File: src/rtl/core/ose_pkg.sv
// Package for the ordered set engine: capacity, derived widths, action codes,
// FSM states and the structs passed between the controller and the cell row.
// No dependencies.
package ose_pkg;

    localparam int CAPACITY = 64;
    localparam int IDX_W    = (CAPACITY > 1) ? $clog2(CAPACITY) : 1;
    localparam int CNT_W    = $clog2(CAPACITY + 1);
    localparam int DATA_W   = 32;
    localparam int COUNT_W  = 7;

    typedef enum logic [1:0] {
        ACT_INSERT = 2'd0,
        ACT_REMOVE = 2'd1,
        ACT_TEST   = 2'd2,
        ACT_SPARE  = 2'd3
    } t_action;

    typedef enum logic [1:0] {
        S_IDLE,
        S_APPLY,
        S_SCAN,
        S_EMIT
    } t_state;

    // Per-cell write controls.
    typedef struct packed {
        logic load;   // take the search key
        logic shift;  // take the upper neighbor's value
    } t_cell_op;

    // Running min/max handed from cell to cell.
    typedef struct packed {
        logic                     any;
        logic signed [DATA_W-1:0] lo;
        logic signed [DATA_W-1:0] hi;
    } t_scan;

endpackage

File: src/rtl/core/ose_cell.sv
// One storage cell of the ordered set row: holds one element, compares it to
// the search key and folds it into the min/max scan passed down the row.
// Depends on ose_pkg.
module ose_cell
    import ose_pkg::*;
(
    input  logic                     i_clk,
    input  logic                     i_rst_n,
    input  logic                     i_valid,
    input  logic signed [DATA_W-1:0] i_key,
    input  t_cell_op                 i_op,
    input  logic signed [DATA_W-1:0] i_next_value,
    input  t_scan                    i_scan,
    output logic signed [DATA_W-1:0] o_value,
    output logic                     o_match,
    output t_scan                    o_scan
);

    logic signed [DATA_W-1:0] r_value;
    t_scan                    r_scan;
    t_scan                    n_scan;

    always_ff @(posedge i_clk) begin
        if (i_op.load) begin
            r_value <= i_key;
        end else if (i_op.shift) begin
            r_value <= i_next_value;
        end
    end

    // Fold this cell into the running min/max when it holds an element.
    always_comb begin
        n_scan = i_scan;
        if (i_valid) begin
            if (!i_scan.any) begin
                n_scan.any = 1'b1;
                n_scan.lo  = r_value;
                n_scan.hi  = r_value;
            end else begin
                if (r_value < i_scan.lo) begin
                    n_scan.lo = r_value;
                end
                if (r_value > i_scan.hi) begin
                    n_scan.hi = r_value;
                end
            end
        end
    end

    always_ff @(posedge i_clk) begin
        if (!i_rst_n) begin
            r_scan.any <= 1'b0;
        end else begin
            r_scan.any <= n_scan.any;
        end
        r_scan.lo <= n_scan.lo;
        r_scan.hi <= n_scan.hi;
    end

    assign o_value = r_value;
    assign o_match = i_valid && (r_value == i_key);
    assign o_scan  = r_scan;

endmodule

File: config.mk
export PLATFORM = sky130hd
export DESIGN_NAME = ose_cell
export DESIGN_NICKNAME = d
export VERILOG_FILES = /design/src/rtl/core/ose_pkg.sv /design/src/rtl/core/ose_cell.sv
export SDC_FILE = /design/constraint.sdc
export NUM_CORES = 1
export LEC_CHECK = 0
export ABC_AREA = 1
export BUFFER_PORTS_ARGS = -buffer_cell sky130_fd_sc_hd__buf_2
export CORE_MARGIN = 1
export CORE_UTILIZATION = 45
export DETAILED_ROUTE_END_ITERATION = 8
export GPL_TIMING_DRIVEN = 0
export PLACE_DENSITY = 0.78
export SYNTH_ARGS = -nofsm -noshare
export SYNTH_HDL_FRONTEND = slang
export SYNTH_SLANG_ARGS = --single-unit
File: constraint.sdc
create_clock -name i_clk -period 2 [get_ports i_clk]
set_input_delay 0.2 -clock i_clk [delete_from_list [all_inputs] [get_ports i_clk]]
set_output_delay 0.2 -clock i_clk [all_outputs]
set_load 0.01 [all_outputs]
# After elaboration in Yosys (flattened, before gate mapping)
# Cells that the tools add are included.
# classes
n_eq_ne,1
mux,6
n_reduce_logical,2
n_lt_le_gt_ge,2
# op_table
op,n
32-bit 2-to-1 mux,4
65-bit 2-to-1 mux,1
64-bit 2-to-1 mux,1
32-bit equality test,1
32-bit greater-than comparator,1
32-bit < comparator,1
2-bit nonzero test,1
1-bit logical AND,1
# word_totals
register_bits,97
output_inout_bits,98

# Depth between registers and ports, before layout
# depth
ltp_word,4
ltp_mapped,20
depth_no_buf,19

# Least setup slack after synthesis
# OpenSTA, ideal clock, no wires.
# synth_path
kind,register to register
from,register r_value[19] (netlist: o_value[19])
to,"register r_scan, in the netlist o_scan[28]"
slack_ps,9
t_required_ps,1887
stages_incl_launch_ff,14
setup_time_ps,113
arrival_ps,1877
cell_sequence,edfxtp_1 ha_1 a21o_1 o21ai_1 nand2_1 a21oi_1 nand2_1 nand2_1 nand3_1 nand2_2 nand2_4 buf_6 nand2_1 nand2_1
# synth_rtl
element,line,rtl
start: declaration,ose_cell.sv:19,logic signed [DATA_W-1:0] r_value;
start signal: assignment,ose_cell.sv:25,r_value <= i_key;
start signal: assignment,ose_cell.sv:27,r_value <= i_next_value;
end: declaration,ose_cell.sv:20,t_scan r_scan;

==> impl_results.md <==
- Worst-margin pin slew: 0.778 ns
- Mapped Area: between 5000 and 6000 sq um
- Final setup skew: around 0.0059 ns
- CP Data Required Time: roughly 2.3 ns
- Synth Instances: about 760
- Synth area leaders: dfxtp_1 22%, edfxtp_1 16%, nand2_1 15%
- Period utilisation layout: 118%
- Cts bufs inserted: 9
- Run status: finished with violations
- Register area share after synthesis: around two fifths
- # fillers: 1063
- Max-slew violation count: 0
- Boundary Pins: about 230
- Worst slew margin: 48.1%
- Core ar.: 12700 sq um
- Vias in the first global route: about 5400
- CP Max Fanout: 10
- Total design power: roughly 6.6 mW
- Routed Antenna Nets: 0
- Chip Width: ~120 microns
- Clock-pin slew on the worst setup and hold paths: approximately 0.070 ns
- Post-DP HPWL: roughly 14 mm
- Total global-route track usage: approximately 28%
- Pwr dens: 770 nW/um^2
- Largest net degree at the start of global routing: 33
- Clock insertion delay at the later pin of the skew report: about 0.36 ns
- Crit path cell chain: buf_6 > ha_4 > nand2_2 > nand2_1 > nand2_1 > nand2_1 > nand2_1 > nand2_1 > nand2_2 > nand2_2 > nand2_2 > nand2_2 > nand2_2 > nand3_4 > nand2_8 > buf_12 > nand2_2 > nand2_1
- Clock sinks: 97
- Full die area: around 13000 sq um
- Setup CP Type: flip-flop to flip-flop
- Static Leakage: between 4 and 5 nW
- Number of placement rows: slightly above 40
- Most frequent cells in the layout: 231 x buf_2, 194 x nand2_1, 98 x inv_1, 68 x nand3_1, 65 x dfxtp_1
- Avg Cell Area, Syn: approximately 7.7 sq um
- Hold Path Class: primary input to flip-flop
- Startpoint Class: flip-flop
- Clock Tree Buf Depth: 2
- Fmax: between 0.4 and 0.5 GHz
- Iteration-0 DRC Markers: approximately 450
- FF/Latch Area: between 2000 and 2500 sq um
- Initial antenna violation count: 0
- Final core occ: between 60 and 70%
- GR Overflow Total: 0
- Routed WL: about 20 mm
- Cell family contributing the most delay on the critical path: simple AND/OR/NAND/NOR gates
- Unrepaired setup endpoints after global routing: true
- Biggest area consumer among synthesized cells: dfxtp_1
- Post-synth EDFFs: 32
- Routability cong.: 0.886
- Finish-stage setup viols: 65
- Critical Path Sink Type: flip-flop
- Hold_buf cts: 0
- Post-Route Setup TNS: -20.07 ns
- First-pass GRT wire length: 27.7 mm
- Most common cell after layout, fill and taps aside: buf_2
- CP max stage cell: edfxtp_1
- Initial core utilization: between 40% and 50%
- Crit-path most repeated cell: nand2_2
- Layout Nets: around 1300
- YS warnings: 0
- Via Count: 6300
- Port buffer count: between 200 and 250
- Layout cells sized above 1: slightly above 40%
- Failing checks: setup timing
- Flops & latches, synth: 97
- DR pass1 iterations: 6
- Multi-input gate area: between 3000 and 4000 sq um
- Die height: 116 microns
- Top-area cell type share of the netlist area: between 20% and 30%
- TritonCTS clock tree: yes
- Yosys cell types: 41
- Final worst slack: -0.357 ns
- Final Hold Viols: 0
- H-tree depth: 3
- Routed length per instance: between 15 and 20 microns
- Post-Syn Nets: approximately 950
- Max-cap violations: 0
- Worst stage delay on the critical path: ~0.52 ns
- Top_reg_cell synth: dfxtp_1
- Worst vdd ir: 0.396 mV
- Area Growth Syn to Fin: 45.9%
- Crit path buf inv count: 2
- Clock Root Buffer: clkbuf_16
- Number of remaining DRC errors: 0
- Crit path DAT: between 2 and 3 ns
- Vias per cell: a little over 5
- Async set-reset flop share out of synthesis: 0%
- Minimum clock period: approximately 2.4 ns
- Pre-CTS setup slack: -0.392 ns
[routing by layer]
metal,part of all wire [%],vias up,GRT usage (%)
li1,-,3066,-
met3,5.0,53,3.82
met1,42,2909,35.7
met2,49,272,46.1
met4,3.4,0,14.9
met5,0,-,0
[state kept, by name, indices dropped and copies added, names as in the netlist]
register and flops:
o_scan 65, o_value 32
[kinds of logic (layout without fill, tap and decap cells)]
group	Yosys count	in the layout	share of synthesized area, %
and+or+nand+nor	375	375	28.8
AOI/OAI and AO/OA	86	86	8.24
xor gates and xnor gates	8	8	1.20
DFF	97	97	38.7
adders and majority gates	63	63	13.5
other	0	1	0
buffers and inverters	126	436	9.56
[synth_stat cells, types with 3 or more instances]
| cell | number |
|---|---|
| buf_2 | 3 |
| o21a_1 | 4 |
| nor2_1 | 18 |
| xor2_1 | 4 |
| nand4_1 | 5 |
| buf_6 | 3 |
| xnor2_1 | 4 |
| o21ai_0 | 35 |
| nor3_1 | 3 |
| dfxtp_1 | 65 |
| or2_2 | 4 |
| ha_1 | 63 |
| clkbuf_1 | 13 |
| a221oi_1 | 4 |
| inv_1 | 98 |
| nand2_1 | 229 |
| a21oi_1 | 31 |
| nand2_2 | 35 |
| buf_12 | 3 |
| edfxtp_1 | 32 |
| nand3_1 | 70 |
| o22ai_1 | 4 |
| buf_4 | 3 |
[power by group]
| group | internal (mW) | switching [mW] | total, mW |
|---|---|---|---|
| Clock | 1.09 | 0.764 | 1.85 |
| Combinational | 1.01 | 1.22 | 2.23 |
| Sequential | 2.32 | 0.180 | 2.50 |
[path summary, 6_finish.rpt]
| kind | start | endpoint | slack [ns] | depth (start not counted) |
|---|---|---|---|---|
| setup / recovery | o_value[1]$_DFFE_PP_ | o_scan[61]$_DFF_P_ | -0.36 | 18 |
| hold / removal | i_scan[31] | o_scan[31]$_DFF_P_ | 0.04 | 3 |
| setup reg to reg | o_value[1]$_DFFE_PP_ | o_scan[61]$_DFF_P_ | -0.36 | 18 |
| hold reg to reg | o_value[0]$_DFFE_PP_ | o_scan[0]$_DFF_P_ | 0.62 | 2 |
[final cells by class]
| class | instances | share of cell area [%] |
|---|---|---|
| clock buffers | 14 | 3.26 |
| inverters | 101 | 4.44 |
| diodes | 1 | 0.0293 |
| flip-flops and latches | 97 | 26.5 |
| clock inverters | 2 | 0.411 |
| multi-input cells | 532 | 40.3 |
| repair buffers | 294 | 20.0 |
| plain buffers | 25 | 2.46 |
| well taps | 172 | 2.52 |
[repair_timing]
item                                    CTS  global route
setup buffers                            26            34
pin swaps                                12            10
resized for setup                        19            85
gates cloned                              0             3
hold endpoints to repair                  0             0
endpoints found under the setup margin   65            65
[per-stage QoR]
stage          hold slack (ns)  std cells  instance area [sq um]
6_report                0.0443       1238                   8530
3_3_place_gp             0.403       1158                   7220
3_5_place_dp             0.406       1158                   7220
2_1_floorplan            0.297        755                   5850
5_1_grt                 0.0478       1237                   8530
4_1_cts                 0.0344       1200                   7810
[worst reg2reg max path, stage by stage (launching register included)]
cell      delay [ns]
edfxtp_1        0.52
buf_6           0.18
ha_4            0.25
nand2_2         0.05
nand2_1         0.07
nand2_1         0.06
nand2_1         0.08
nand2_1         0.06
nand2_1         0.08
nand2_2         0.05
nand2_2         0.10
nand2_2         0.08
nand2_2         0.07
nand2_2         0.06
nand3_4         0.14
nand2_8         0.12
buf_12          0.17
nand2_2         0.06
nand2_1         0.05
No activity file was read; power rests on OpenSTA's default activity.
